[config.mk]
export PLATFORM = sky130hd
export DESIGN_NAME = csv_column_extractor
export DESIGN_NICKNAME = d
export VERILOG_FILES = /design/src/rtl/csvx_pkg.sv /design/src/rtl/csvx_parser.sv /design/src/rtl/csvx_out_queue.sv /design/src/rtl/csv_column_extractor.sv
export SDC_FILE = /design/constraint.sdc
export NUM_CORES = 1
export LEC_CHECK = 0
export ABC_AREA = 1
export BUFFER_PORTS_ARGS = -buffer_cell sky130_fd_sc_hd__buf_2
export CAP_MARGIN = 10
export CORE_ASPECT_RATIO = 0.7
export CORE_MARGIN = 1.5
export CORE_UTILIZATION = 42
export CTS_CLUSTER_SIZE = 28
export DETAILED_ROUTE_END_ITERATION = 10
export HOLD_SLACK_MARGIN = 0.08
export SYNTH_ARGS = -nofsm -noshare
export SYNTH_HDL_FRONTEND = slang
export SYNTH_SLANG_ARGS = --single-unit
[constraint.sdc]
create_clock -name clk -period 5.9 [get_ports clk]
set_clock_uncertainty 0.1 [all_clocks]
set_input_delay 1.18 -clock clk [delete_from_list [all_inputs] [get_ports clk]]
set_output_delay 1.18 -clock clk [all_outputs]
set_load 0.02 [all_outputs]
[src/rtl/csvx_pkg.sv]
// Package for the CSV column extractor: character codes, counter limits
// and the result beat type. No dependencies.
`default_nettype none

package csvx_pkg;

    localparam int unsigned COLUMN_W = 16;
    localparam int unsigned LENGTH_W = 24;
    localparam int unsigned BYTE_W   = 8;

    // Counters stop at these values; both equal the all-ones value of their width.
    localparam logic [COLUMN_W-1:0] COLUMN_CAP = 16'hFFFF;
    localparam logic [LENGTH_W-1:0] LENGTH_CAP = 24'hFFFFFF;

    localparam logic [BYTE_W-1:0] CHAR_NUL   = 8'h00;
    localparam logic [BYTE_W-1:0] CHAR_LF    = 8'h0A;
    localparam logic [BYTE_W-1:0] CHAR_CR    = 8'h0D;
    localparam logic [BYTE_W-1:0] CHAR_SPACE = 8'h20;
    localparam logic [BYTE_W-1:0] CHAR_COMMA = 8'h2C;

    typedef struct packed {
        logic                line_done;
        logic [BYTE_W-1:0]   field_byte;
        logic [LENGTH_W-1:0] field_length;
        logic                length_saturated;
    } result_t;

endpackage

`default_nettype wire

[src/rtl/csvx_parser.sv]
// Line and column tracking for the CSV column extractor. Decides per input
// beat whether a result is produced. Depends on csvx_pkg.
`default_nettype none

module csvx_parser (
    input  wire                            clk,
    input  wire                            rst_n,
    input  wire                            cfg_we,
    input  wire [csvx_pkg::COLUMN_W-1:0]   cfg_wdata,
    input  wire                            accept,
    input  wire [csvx_pkg::BYTE_W-1:0]     data_byte,
    input  wire                            end_of_data,
    output logic                           res_valid,
    output csvx_pkg::result_t              res
);
    import csvx_pkg::*;

    logic [COLUMN_W-1:0] target_reg, target_next;
    logic                in_line_reg, in_line_next;
    logic [COLUMN_W-1:0] column_reg, column_next;
    logic [LENGTH_W-1:0] length_reg, length_next;
    logic                overflow_reg, overflow_next;

    logic                is_end;
    logic                start;
    logic [COLUMN_W-1:0] column_eff;
    logic [LENGTH_W-1:0] length_eff;
    logic                overflow_eff;

    assign is_end = end_of_data || (data_byte == CHAR_NUL) ||
                    (data_byte == CHAR_CR) || (data_byte == CHAR_LF);
    assign start  = !in_line_reg && !is_end && (data_byte != CHAR_SPACE);

    // A starting byte sees a freshly cleared line.
    assign column_eff   = start ? '0 : column_reg;
    assign length_eff   = start ? '0 : length_reg;
    assign overflow_eff = start ? 1'b0 : overflow_reg;

    always_comb
    begin
        target_next   = cfg_we ? cfg_wdata : target_reg;
        in_line_next  = in_line_reg;
        column_next   = column_reg;
        length_next   = length_reg;
        overflow_next = overflow_reg;
        res_valid     = 1'b0;
        res           = '0;
        if (accept)
        begin
            if (in_line_reg && is_end)
            begin
                res_valid             = 1'b1;
                res.line_done         = 1'b1;
                res.field_length      = length_reg;
                res.length_saturated  = overflow_reg;
                in_line_next          = 1'b0;
                column_next           = '0;
                length_next           = '0;
                overflow_next         = 1'b0;
            end
            else if (in_line_reg || start)
            begin
                in_line_next  = 1'b1;
                column_next   = column_eff;
                length_next   = length_eff;
                overflow_next = overflow_eff;
                if (data_byte == CHAR_COMMA)
                begin
                    if (column_eff < COLUMN_CAP)
                        column_next = column_eff + 1'b1;
                end
                else if (column_eff == target_reg)
                begin
                    if (length_eff < LENGTH_CAP)
                        length_next = length_eff + 1'b1;
                    else
                        overflow_next = 1'b1;
                    res_valid      = 1'b1;
                    res.field_byte = data_byte;
                end
            end
        end
    end

    always_ff @(posedge clk or negedge rst_n)
    begin
        if (!rst_n)
        begin
            target_reg   <= '0;
            in_line_reg  <= 1'b0;
            column_reg   <= '0;
            length_reg   <= '0;
            overflow_reg <= 1'b0;
        end
        else
        begin
            target_reg   <= target_next;
            in_line_reg  <= in_line_next;
            column_reg   <= column_next;
            length_reg   <= length_next;
            overflow_reg <= overflow_next;
        end
    end

endmodule

`default_nettype wire

[src/rtl/csvx_out_queue.sv]
// Two-entry result queue for the CSV column extractor; decouples output
// stall from input stall. Depends on csvx_pkg.
`default_nettype none

module csvx_out_queue (
    input  wire                      clk,
    input  wire                      rst_n,
    input  wire                      push,
    input  wire csvx_pkg::result_t   push_data,
    output logic                     full,
    output logic                     out_valid,
    input  wire                      out_stall,
    output csvx_pkg::result_t        out_data
);
    import csvx_pkg::*;

    result_t     slot_reg [2];
    result_t     slot_next [2];
    logic [1:0]  count_reg, count_next;
    logic        pop;
    logic [1:0]  base;

    assign full      = (count_reg == 2'd2);
    assign out_valid = (count_reg != 2'd0);
    assign out_data  = slot_reg[0];
    assign pop       = out_valid && !out_stall;
    assign base      = count_reg - {1'b0, pop};

    always_comb
    begin
        slot_next[0] = pop ? slot_reg[1] : slot_reg[0];
        slot_next[1] = slot_reg[1];
        if (push)
        begin
            if (base == 2'd0)
                slot_next[0] = push_data;
            else
                slot_next[1] = push_data;
        end
        count_next = base + {1'b0, push};
    end

    always_ff @(posedge clk or negedge rst_n)
    begin
        if (!rst_n)
            count_reg <= '0;
        else
            count_reg <= count_next;
    end

    always_ff @(posedge clk)
    begin
        slot_reg[0] <= slot_next[0];
        slot_reg[1] <= slot_next[1];
    end

endmodule

`default_nettype wire

[src/rtl/csv_column_extractor.sv]
// A result is registered in the result queue before it appears on the output; the parser itself is combinational.
// Throughput: one input beat per cycle unless the full result queue stalls the input; the
// line, column and length counters are updated together for each accepted beat, so the counter update sets the rate.
// A two-entry result queue keeps input stall registered and off the output stall path.
// Reset (rst_n, asynchronous, active low) clears the target column to zero,
// puts the parser between lines and empties the result queue.
`default_nettype none

module csv_column_extractor (
    input  wire                            clk,
    input  wire                            rst_n,
    // Configuration: target column, written whenever cfg_we is high.
    input  wire                            cfg_we,
    input  wire [csvx_pkg::COLUMN_W-1:0]   cfg_wdata,
    // Input channel: one text byte per beat.
    input  wire                            in_valid,
    output logic                           in_stall,
    input  wire [csvx_pkg::BYTE_W-1:0]     data_byte,
    input  wire                            end_of_data,
    // Output channel: a field byte or an end-of-line beat.
    output logic                           out_valid,
    input  wire                            out_stall,
    output logic                           line_done,
    output logic [csvx_pkg::BYTE_W-1:0]    field_byte,
    output logic [csvx_pkg::LENGTH_W-1:0]  field_length,
    output logic                           length_saturated
);
    import csvx_pkg::*;

    logic    accept;
    logic    res_valid;
    result_t res;
    result_t out_data;
    logic    queue_full;

    // An input beat is taken whenever the queue has a free entry. Each beat
    // produces at most one result, so a free entry is all that is needed.
    assign in_stall = queue_full;
    assign accept   = in_valid && !in_stall;

    // The parser holds the line state and the target column register. It
    // looks at the beat on the ports and decides, in the same cycle, whether
    // it yields a field byte, ends a line, or is simply consumed.
    csvx_parser u_parser (
        .clk         (clk),
        .rst_n       (rst_n),
        .cfg_we      (cfg_we),
        .cfg_wdata   (cfg_wdata),
        .accept      (accept),
        .data_byte   (data_byte),
        .end_of_data (end_of_data),
        .res_valid   (res_valid),
        .res         (res)
    );

    // Results are registered here; the head entry drives the output ports.
    csvx_out_queue u_out_queue (
        .clk       (clk),
        .rst_n     (rst_n),
        .push      (res_valid),
        .push_data (res),
        .full      (queue_full),
        .out_valid (out_valid),
        .out_stall (out_stall),
        .out_data  (out_data)
    );

    assign line_done        = out_data.line_done;
    assign field_byte       = out_data.field_byte;
    assign field_length     = out_data.field_length;
    assign length_saturated = out_data.length_saturated;

    // A full queue must be presenting a result.
    assert property (@(posedge clk) disable iff (!rst_n) in_stall |-> out_valid)
        else $error("input stalled while no result is offered");

    // A field byte beat carries no length information.
    assert property (@(posedge clk) disable iff (!rst_n)
        (out_valid && !line_done) |-> (field_length == '0 && !length_saturated))
        else $error("field byte beat carries a length");

    // An end-of-line beat carries no byte.
    assert property (@(posedge clk) disable iff (!rst_n)
        (out_valid && line_done) |-> (field_byte == '0))
        else $error("end-of-line beat carries a byte");

    // A beat that was offered and not taken is still offered next cycle.
    assert property (@(posedge clk) disable iff (!rst_n)
        (out_valid && out_stall) |=> out_valid)
        else $error("stalled result was dropped");

endmodule

`default_nettype wire

; ---- Yosys cells after proc, flatten, opt, wreduce, memory -nomap -nowiden
; Memory sizes are Yosys's and may differ from the RTL's.
; Cells that the tools add are included.
[totals]
regBits = 60
word_cells = 72
ramBits = 68
n_memories = 1
out_inout_bits = 36
inputBits = 30
[mem_list]
columns = name, depth, word_bits, rd, rd_clocked_by_memory_dff, write_ports, line
row1 = u_out_queue.slot_reg, 2, 34, 2, 0, 2, csvx_out_queue.sv:17  ; result_t slot_reg [2];
[op_classes]
n_lt_le_gt_ge = 2
n_eq_ne = 6
mux = 35
addsub = 4
n_reduce_logical = 18
[op_table]
columns = op, count
row1 = $mux W24, 6
row2 = $mux W34, 4
row3 = $mux W16, 5
row4 = $mux W68, 1
row5 = $mux W8, 4
row6 = $mux W25, 1
row7 = $add A24 B1 Y24 const B, 1
row8 = $lt A24 B24 Y1 const B, 1
row9 = $add A16 B1 Y16 const B, 1
row10 = $eq A16 B16 Y1, 1
row11 = $eq A8 B4 Y1 const B, 2
row12 = $lt A16 B16 Y1 const B, 1
row13 = $mux W1, 14
row14 = $eq A8 B6 Y1 const B, 1
row15 = $logic_not A8 Y1, 1
row16 = $ne A8 B6 Y1 const B, 1
row17 = $logic_and A1 B1 Y1, 5
row18 = $logic_not A1 Y1, 4
row19 = $logic_or A1 B1 Y1, 4
row20 = $reduce_bool A2 Y1, 2
row21 = $add A2 B1 Y2, 1
row22 = $eq A2 B2 Y1 const B, 1
row23 = $logic_not A2 Y1, 1
row24 = $reduce_and A2 Y1, 1
row25 = $sub A2 B1 Y2, 1

; ---- Logic depth before layout (Yosys ltp)
; Gate-level depths: netlist of run 1.
[logic_depth]
depth_word = 16
ltp_mapped = 25
depth_no_buf = 21

; ---- Cells and area by module
; From an unflattened synthesis of run 1, not the netlist that was laid out.
[hier_totals]
hier_cells = 1204
area_unflattened_um2 = 8095.3
[by_module_without_submodules]
columns = mod, instances, cells_each, area_per_inst_um2, seq_area_each_um2
row1 = csvx_parser, 1, 830, 4914.7, 1451.4
row2 = csvx_out_queue, 1, 372, 3170.5, 1751.7
row3 = csv_column_extractor, 1, 2, 10.0, 0.0

; ---- Least setup slack after synthesis of run 1
; Ideal clock, no wire load.
[synth_path]
path_kind = in2reg
startpoint = in out_stall
endpoint = mem u_out_queue.slot_reg[0][34] (netlist name) (enable)
setup_time_ps = 437
setup_slack_ps = 1000
path_stages = 7
path_buffers = 2
arrival_time_ps = 4363
required_time_ps = 5363
path_cell_list = a21oi_1 > clkbuf_1 > ha_1 > xor2_1 > nor2_1 > clkbuf_1 > a21oi_1
[synth_rtl]
columns = element, line
row1 = "start, declared", csv_column_extractor.sv:22  ; input wire out_stall,
row2 = "end, declared", csvx_out_queue.sv:17

==> out/summary.txt, run 1 <==
TIMING
------------------------------------------------------------------------------------------
Setup-violating endpoint count in the final report                                       0
Transition time at the pin with the least slew margin                              1080 ps
Number of failing hold endpoints at the final stage                                      0
Worst relative slew slack                                                            27.6%
Highest achievable clock rate                                                      219 MHz
RSZ-0062 raised after global routing                                                 false
Final period utilization                                                             77.2%
Min Tclk post-route                                                                4560 ps
Total negative setup slack                                                            0 ps
Final slew viol count                                                                    0

SYNTHESIS
------------------------------------------------------------------------------------------
Number of register bits inferred by synthesis                                          128
Leading register cell type out of synthesis                                        dfrtp_1
Avg Synthesized Cell Area                                                         6.75 µm²
Cell area after technology mapping                                                7760 µm²
Number of synthesized flops with an enable pin                                          34
Proportion of synthesized flip-flops having asynchronous set or reset                46.9%
Syn. warnings                                                                            0
Part of the Yosys area used for sequential elements                                  41.3%
Number of cells produced by synthesis                                                 1150
Cell variety after synth                                                                36
Total nets after synthesis                                                            1184

PLACE
------------------------------------------------------------------------------------------
PortBufs                                                                                65
Gpl congestion                                                                       0.912
Cells after DPL                                                                       1387
Dpl hpwl                                                                           13.9 mm

ROUTE
------------------------------------------------------------------------------------------
Via Count                                                                             7114
Post-DR wirelength/cell                                                            14.2 µm
Initial DRC Count                                                                      792
Total Routed Length                                                                20.2 mm
Post-route antenna net violation count                                                   0
Avg Vias per Cell                                                                     5.01
TritonRoute pass-1 iters                                                                 5
DRC violation count after routing                                                        0

CLOCK NETWORK
------------------------------------------------------------------------------------------
Count of hold-fix buffers inserted at cts                                                0
Count of instances resized after the clock tree is built                                 0
Post-CTS Setup Inserts                                                                   0
TritonCTS clock tree                                                                  done
Maximum clock path buffer count                                                          2
H-Tree Level Count                                                                       4
Clock tree sinks                                                                       128
Clock latency at the later pin of the worst-skew pair                               430 ps
Master cell of the clock root buffer                                             clkbuf_16
Number of buffers added by the clock tree synthesis step                                17
Clock edge transition at the registers on the reported setup and hold paths          60 ps

FLOORPLANNING
------------------------------------------------------------------------------------------
Standard-cell rows                                                                      41
Top Ports                                                                               66
Die outline area                                                                 19300 µm²
Floorplan core area                                                              18100 µm²
Die outline height                                                                  117 µm
Die width                                                                           165 µm
Starting density of the core                                                         43.0%

POWER AND IR DROP
------------------------------------------------------------------------------------------
Overall power                                                                    0.00337 W
Leak pwr                                                                           4.44 nW
Worst vdd ir                                                                    0.000224 V
Power density over the cells                                                    392 nW/µm²

FINAL LAYOUT
------------------------------------------------------------------------------------------
Leading cell type in the layout, fill and taps excluded                            nand2_1
Layout Nets                                                                           1204
Final standard cell count with taps included and fillers excluded                     1419
Largest register FFs                                                                    68
Fraction of layout instances using a drive strength above 1                          11.8%
Count of inserted antenna diode cells                                                    0
Leading cell types in the layout, fill and taps excluded                      507 x nand2_1, 107 x nand3_1, 102 x inv_1
Final core utilization                                                               47.6%
Area overhead of the layout relative to synthesis                                    10.8%

WORST HOLD PATH
------------------------------------------------------------------------------------------
Min-Delay Path Class                                                          flop to flop

SETUP PATH
------------------------------------------------------------------------------------------
Critical Path End Type                                                                flop
Critical path launch point type                                               primary input
Critical-path cell with the highest stage delay                                    nand3_4
Biggest fanout along the worst timing path                                              45
Longest individual stage delay on the worst path                                    420 ps
Crit path DAT                                                                      4550 ps
Critical path buffers and inverters                                                      4
Largest delay share family, worst path                                        simple AND/OR/NAND/NOR gates
Cell Chain, Critical Path                                                     buf_2, inv_1, nand2_1, nand2_1, nand2_1, nand2_1, nand2_1, nand3_4, nand2_1, nand2_1, nand2_1, inv_1, nor2_1, nand2_1, nor2_2, nand2_2, nor2_4, nand2_2, a21oi_4, buf_4
CP required                                                                        5890 ps
Type of the worst setup path                                                  primary input to flop
Most numerous cell on the critical path                                            nand2_1

GLOBAL ROUTE
------------------------------------------------------------------------------------------
Number of antenna violations at the first check in global routing                        0
Maximum number of pins on one net before global-route repair                            61
Vias in the first global route                                                        6257
GR Overflow Total                                                                        0
Total global-route track usage                                                       22.1%
Wire length of the first global-routing pass                                       32.8 mm

OUTCOME
------------------------------------------------------------------------------------------
Result of the run                                                             finished clean

FLOW RUN
------------------------------------------------------------------------------------------
Max-cap violations                                                                       0

metal layers:
metal	wire length [µm]	global-route usage, %
met5	0	0
met4	175	5.77
met3	1430	4.44
met2	7850	30.3
met1	10700	34.7
worst min-delay path, delay by kind of cell (launching register included):
family | cells | cell delay, ps
and+or+nand+nor | 2 | 110
DFF | 1 | 380
power breakdown:
group | internal, W | switching [W] | total [W]
combinational | 0.000310 | 0.000769 | 0.00108
sequential | 0.00111 | 0.000109 | 0.00122
clock | 0.000602 | 0.000467 | 0.00107
total | 0.00203 | 0.00135 | 0.00337
area by class of cell:
class | instances | area [µm²]
clock inverter | 15 | 166
sequential | 128 | 3200
clock buffer | 17 | 425
timing repair buffer | 75 | 400
tap | 236 | 295
inverter | 107 | 402
multi-input combinational | 841 | 3710
fill | 1830 | 9460
cells by family after synthesis:
family                     count (synthesis)  share of synthesized area [%]
and+or+nand+nor                          756                           40.3
buffers and inverters                    181                           11.3
DFF                                      128                           41.3
AOI/OAI and AO/OA                         66                           4.79
xor gates and xnor gates                  15                           1.69
adders and majority gates                  4                          0.645
synthesized netlist by cell type, types with 7 or more instances:
library cell / count / area (µm²)
nand4_1: 18 / 113
o21ai_2: 9 / 78.8
o21ai_0: 46 / 230
inv_1: 102 / 383
nand2_1: 507 / 1900
xnor2_1: 7 / 61.3
nand3_1: 107 / 536
edfxtp_1: 34 / 1020
buf_4: 35 / 263
buf_2: 9 / 45.0
xor2_1: 8 / 70.1
nor3_1: 12 / 60.1
dfxtp_1: 34 / 681
dfrtp_1: 60 / 1500
clkbuf_1: 22 / 82.6
nor2_1: 89 / 334
buf_6: 7 / 78.8
stage by stage:
stage          instance area, µm²  worst slack, ps  hold WS [ps]
2_1_floorplan                7760             1000           371
3_3_place_gp                 8010             1040           400
3_5_place_dp                 8010              958           407
4_1_cts                      8600             1370           424
5_1_grt                      8600              931           456
6_report                     8600             1340           423
worst paths after layout:
check	startpoint	to	slack, ps	depth (start not counted)
max	data_byte[1]	u_out_queue.slot_reg[0][47]	1340	20
max in group asynchronous	rst_n	u_parser.length_reg[9]	4350	2
max reg2reg	u_parser.in_line_reg	u_out_queue.slot_reg[0][47]	2010	14
min in group asynchronous	rst_n	u_parser.target_reg[7]	820	2
min	u_parser.length_reg[23]	u_parser.length_reg[23]	420	2
min reg2reg	u_parser.length_reg[23]	u_parser.length_reg[23]	420	2
Note: power is estimated with default switching activity, not from simulation.
==> run 2: changes to the inputs <==
Clock period 5.9 ns to 4.2 ns, I/O delays scaled along.
==> run 2 against run 1 <==
- design area rose by 0.86%
- sequential share of layout area shrank 0.32 points
- critical path depth down 2
- via count is 0.66% higher
- critical path type unchanged
- largest cell class unchanged
==> out/summary.txt, run 2 (same netlist as run 1, synthesis figures left out) <==
SETUP PATH
------------------------------------------------------------------------------------------
Critical Path End Type                                                                flop   unchanged
Type of the worst setup path                                                  primary input to flop   unchanged
Crit path DAT                                                                      3520 ps   was 4550 ps
Critical path launch point type                                               primary input   unchanged
Biggest fanout along the worst timing path                                              15   was 45
Critical path buffers and inverters                                                      4   unchanged
Most numerous cell on the critical path                                            nand2_1   unchanged
Largest delay share family, worst path                                        simple AND/OR/NAND/NOR gates   unchanged
Cell Chain, Critical Path                                                     buf_2, nor2_1, nor3b_1, nand2_1, nand3_4, nand2_1, inv_1, ha_1, nand4_2, inv_1, nand2_1, inv_1, nand2_1, nand3_1, nand2_1, nand2_1, nand3_1, nand2_1   was buf_2, inv_1, nand2_1, nand2_1, nand2_1, nand2_1, nand2_1, nand3_4, nand2_1, nand2_1, nand2_1, inv_1, nor2_1, nand2_1, nor2_2, nand2_2, nor2_4, nand2_2, a21oi_4, buf_4
Critical-path cell with the highest stage delay                                    nand2_1   was nand3_4
Longest individual stage delay on the worst path                                    340 ps   was 420 ps
CP required                                                                        4480 ps   was 5890 ps

CLOCK NETWORK
------------------------------------------------------------------------------------------
H-Tree Level Count                                                                       4   unchanged
Count of instances resized after the clock tree is built                                 0   unchanged
Count of hold-fix buffers inserted at cts                                                0   unchanged
TritonCTS clock tree                                                                  done   unchanged
Clock tree sinks                                                                       128   unchanged
Post-CTS Setup Inserts                                                                   0   unchanged
Number of buffers added by the clock tree synthesis step                                17   unchanged
Clock latency at the later pin of the worst-skew pair                               430 ps   about the same
Master cell of the clock root buffer                                             clkbuf_16   unchanged
Clock edge transition at the registers on the reported setup and hold paths          70 ps   was 60 ps
Maximum clock path buffer count                                                          2   unchanged

POWER AND IR DROP
------------------------------------------------------------------------------------------
P_int                                                                            0.00282 W   was 0.00203 W
Clock share of power                                                                 30.7%   was 31.7%
Overall power                                                                    0.00472 W   was 0.00337 W
Share of power burned in combinational logic                                         32.9%   was 32.0%
Switch Pwr                                                                       0.00190 W   was 0.00135 W
Register share of total power                                                        36.5%   was 36.3%
Power density over the cells                                                    544 nW/µm²   was 392 nW/µm²
Leak pwr                                                                           4.48 nW   was 4.44 nW
Share of total power consumed by net switching                                       40.3%   was 39.9%
Worst vdd ir                                                                    0.000355 V   was 0.000224 V

TIMING
------------------------------------------------------------------------------------------
Transition time at the pin with the least slew margin                              1010 ps   was 1080 ps
Total negative setup slack                                                            0 ps   unchanged
Number of failing hold endpoints at the final stage                                      0   unchanged
Worst relative slew slack                                                            32.3%   was 27.6%
Final period utilization                                                             77.1%
Setup-violating endpoint count in the final report                                       0   unchanged
Min Tclk post-route                                                                3240 ps
RSZ-0062 raised after global routing                                                 false   unchanged
Final slew viol count                                                                    0   unchanged
Highest achievable clock rate                                                      309 MHz

FINAL LAYOUT
------------------------------------------------------------------------------------------
Leading cell type in the layout, fill and taps excluded                            nand2_1   unchanged
Filler Cell Count                                                                     1876   was 1830
Leading cell types in the layout, fill and taps excluded                      507 x nand2_1, 107 x nand3_1, 102 x inv_1   unchanged
Fraction of layout instances using a drive strength above 1                          12.6%   was 11.8%
Layout Nets                                                                           1214   was 1204
Area overhead of the layout relative to synthesis                                    11.8%   was 10.8%
Count of inserted antenna diode cells                                                    0   unchanged
Largest register FFs                                                                    68   unchanged

WORST HOLD PATH
------------------------------------------------------------------------------------------
Min-Delay Path Class                                                          flop to flop   unchanged

ROUTE
------------------------------------------------------------------------------------------
Initial DRC Count                                                                      705   was 792
DRC violation count after routing                                                        0   unchanged
TritonRoute pass-1 iters                                                                 5   unchanged
Via Count                                                                             7161   was 7114
Post-DR wirelength/cell                                                            14.4 µm   was 14.2 µm
Avg Vias per Cell                                                                     5.01   about the same
Post-route antenna net violation count                                                   0   unchanged
Total Routed Length                                                                20.6 mm   was 20.2 mm

FLOORPLANNING
------------------------------------------------------------------------------------------
Top Ports                                                                               66   unchanged
Die outline height                                                                  117 µm   unchanged
Floorplan core area                                                              18100 µm²   unchanged
Starting density of the core                                                         43.0%   unchanged
Die width                                                                           165 µm   unchanged
Die outline area                                                                 19300 µm²   unchanged
Standard-cell rows                                                                      41   unchanged

PLACE
------------------------------------------------------------------------------------------
PortBufs                                                                                65   unchanged
Dpl hpwl                                                                           14.4 mm   was 13.9 mm
Gpl congestion                                                                       0.937   was 0.912

GLOBAL ROUTE
------------------------------------------------------------------------------------------
Maximum number of pins on one net before global-route repair                            44   was 61
GR Overflow Total                                                                        0   unchanged
Number of antenna violations at the first check in global routing                        0   unchanged
Vias in the first global route                                                        6249   was 6257
Total global-route track usage                                                       22.3%   was 22.1%
Wire length of the first global-routing pass                                       33.2 mm   was 32.8 mm

OUTCOME
------------------------------------------------------------------------------------------
Result of the run                                                             finished clean   unchanged

FLOW RUN
------------------------------------------------------------------------------------------
Max-cap violations                                                                       0   unchanged

-- run 2: path summary, 6_finish.rpt --
path	startpoint	end	slack, ps	cells past startpoint
worst max-delay path	data_byte[7]	u_parser.length_reg[19]	960	18
worst min-delay path	u_parser.column_reg[15]	u_parser.column_reg[15]	420	2
worst max register to register	u_parser.in_line_reg	u_out_queue.slot_reg[0][33]	1300	17
worst min register to register	u_parser.column_reg[15]	u_parser.column_reg[15]	420	2
max in group asynchronous	rst_n	u_parser.target_reg[11]	2570	3
min in group asynchronous	rst_n	u_parser.target_reg[12]	470	1
-- run 2: metal layers --
metal / up-vias / routed length (µm) / global-route usage [%]
met4: 0 / 212 / 6.07
met3: 18 / 1760 / 5.01
met2: 253 / 7940 / 30.7
met5: - / 0 / 0
met1: 3234 / 10700 / 34.4
li1: 3656 / - / -
-- run 2: cell type report --
class	count	area (µm²)	area share (%)
inverters	107	402	4.63
multi-input cells	841	3710	42.7
flip-flops and latches	128	3200	36.9
clock inverters	15	140	1.62
repair buffers	85	500	5.77
well taps	236	295	3.40
clock buffers	17	425	4.91
-- run 2: power by group through the flow --
stage               registers [W]  clock network [W]  logic [W]
floorplan                 0.00171                  0    0.00129
global placement          0.00174                  0    0.00154
detailed placement        0.00174                  0    0.00155
CTS                       0.00172            0.00147    0.00156
global route              0.00176            0.00153    0.00173
finish                    0.00172            0.00145    0.00155
-- run 2: tightest hold or removal path: cells and delay by family (launching register included) --
family	cells	cell delay (ps)
flops	1	370
simple gates	2	120
-- run 2: per-stage QoR --
step | cell area [µm²] | instances | util (%) | setup slack [ps] | hold slack, ps
2_1_floorplan | 7760 | 1150 | - | 398 | 371
3_3_place_gp | 8110 | 1397 | 44.9 | 556 | 396
3_5_place_dp | 8110 | 1397 | 44.9 | 537 | 410
4_1_cts | 8670 | 1429 | 48.0 | 951 | 427
5_1_grt | 8670 | 1429 | 48.0 | 663 | 459
6_report | 8670 | 1429 | 48.0 | 962 | 425
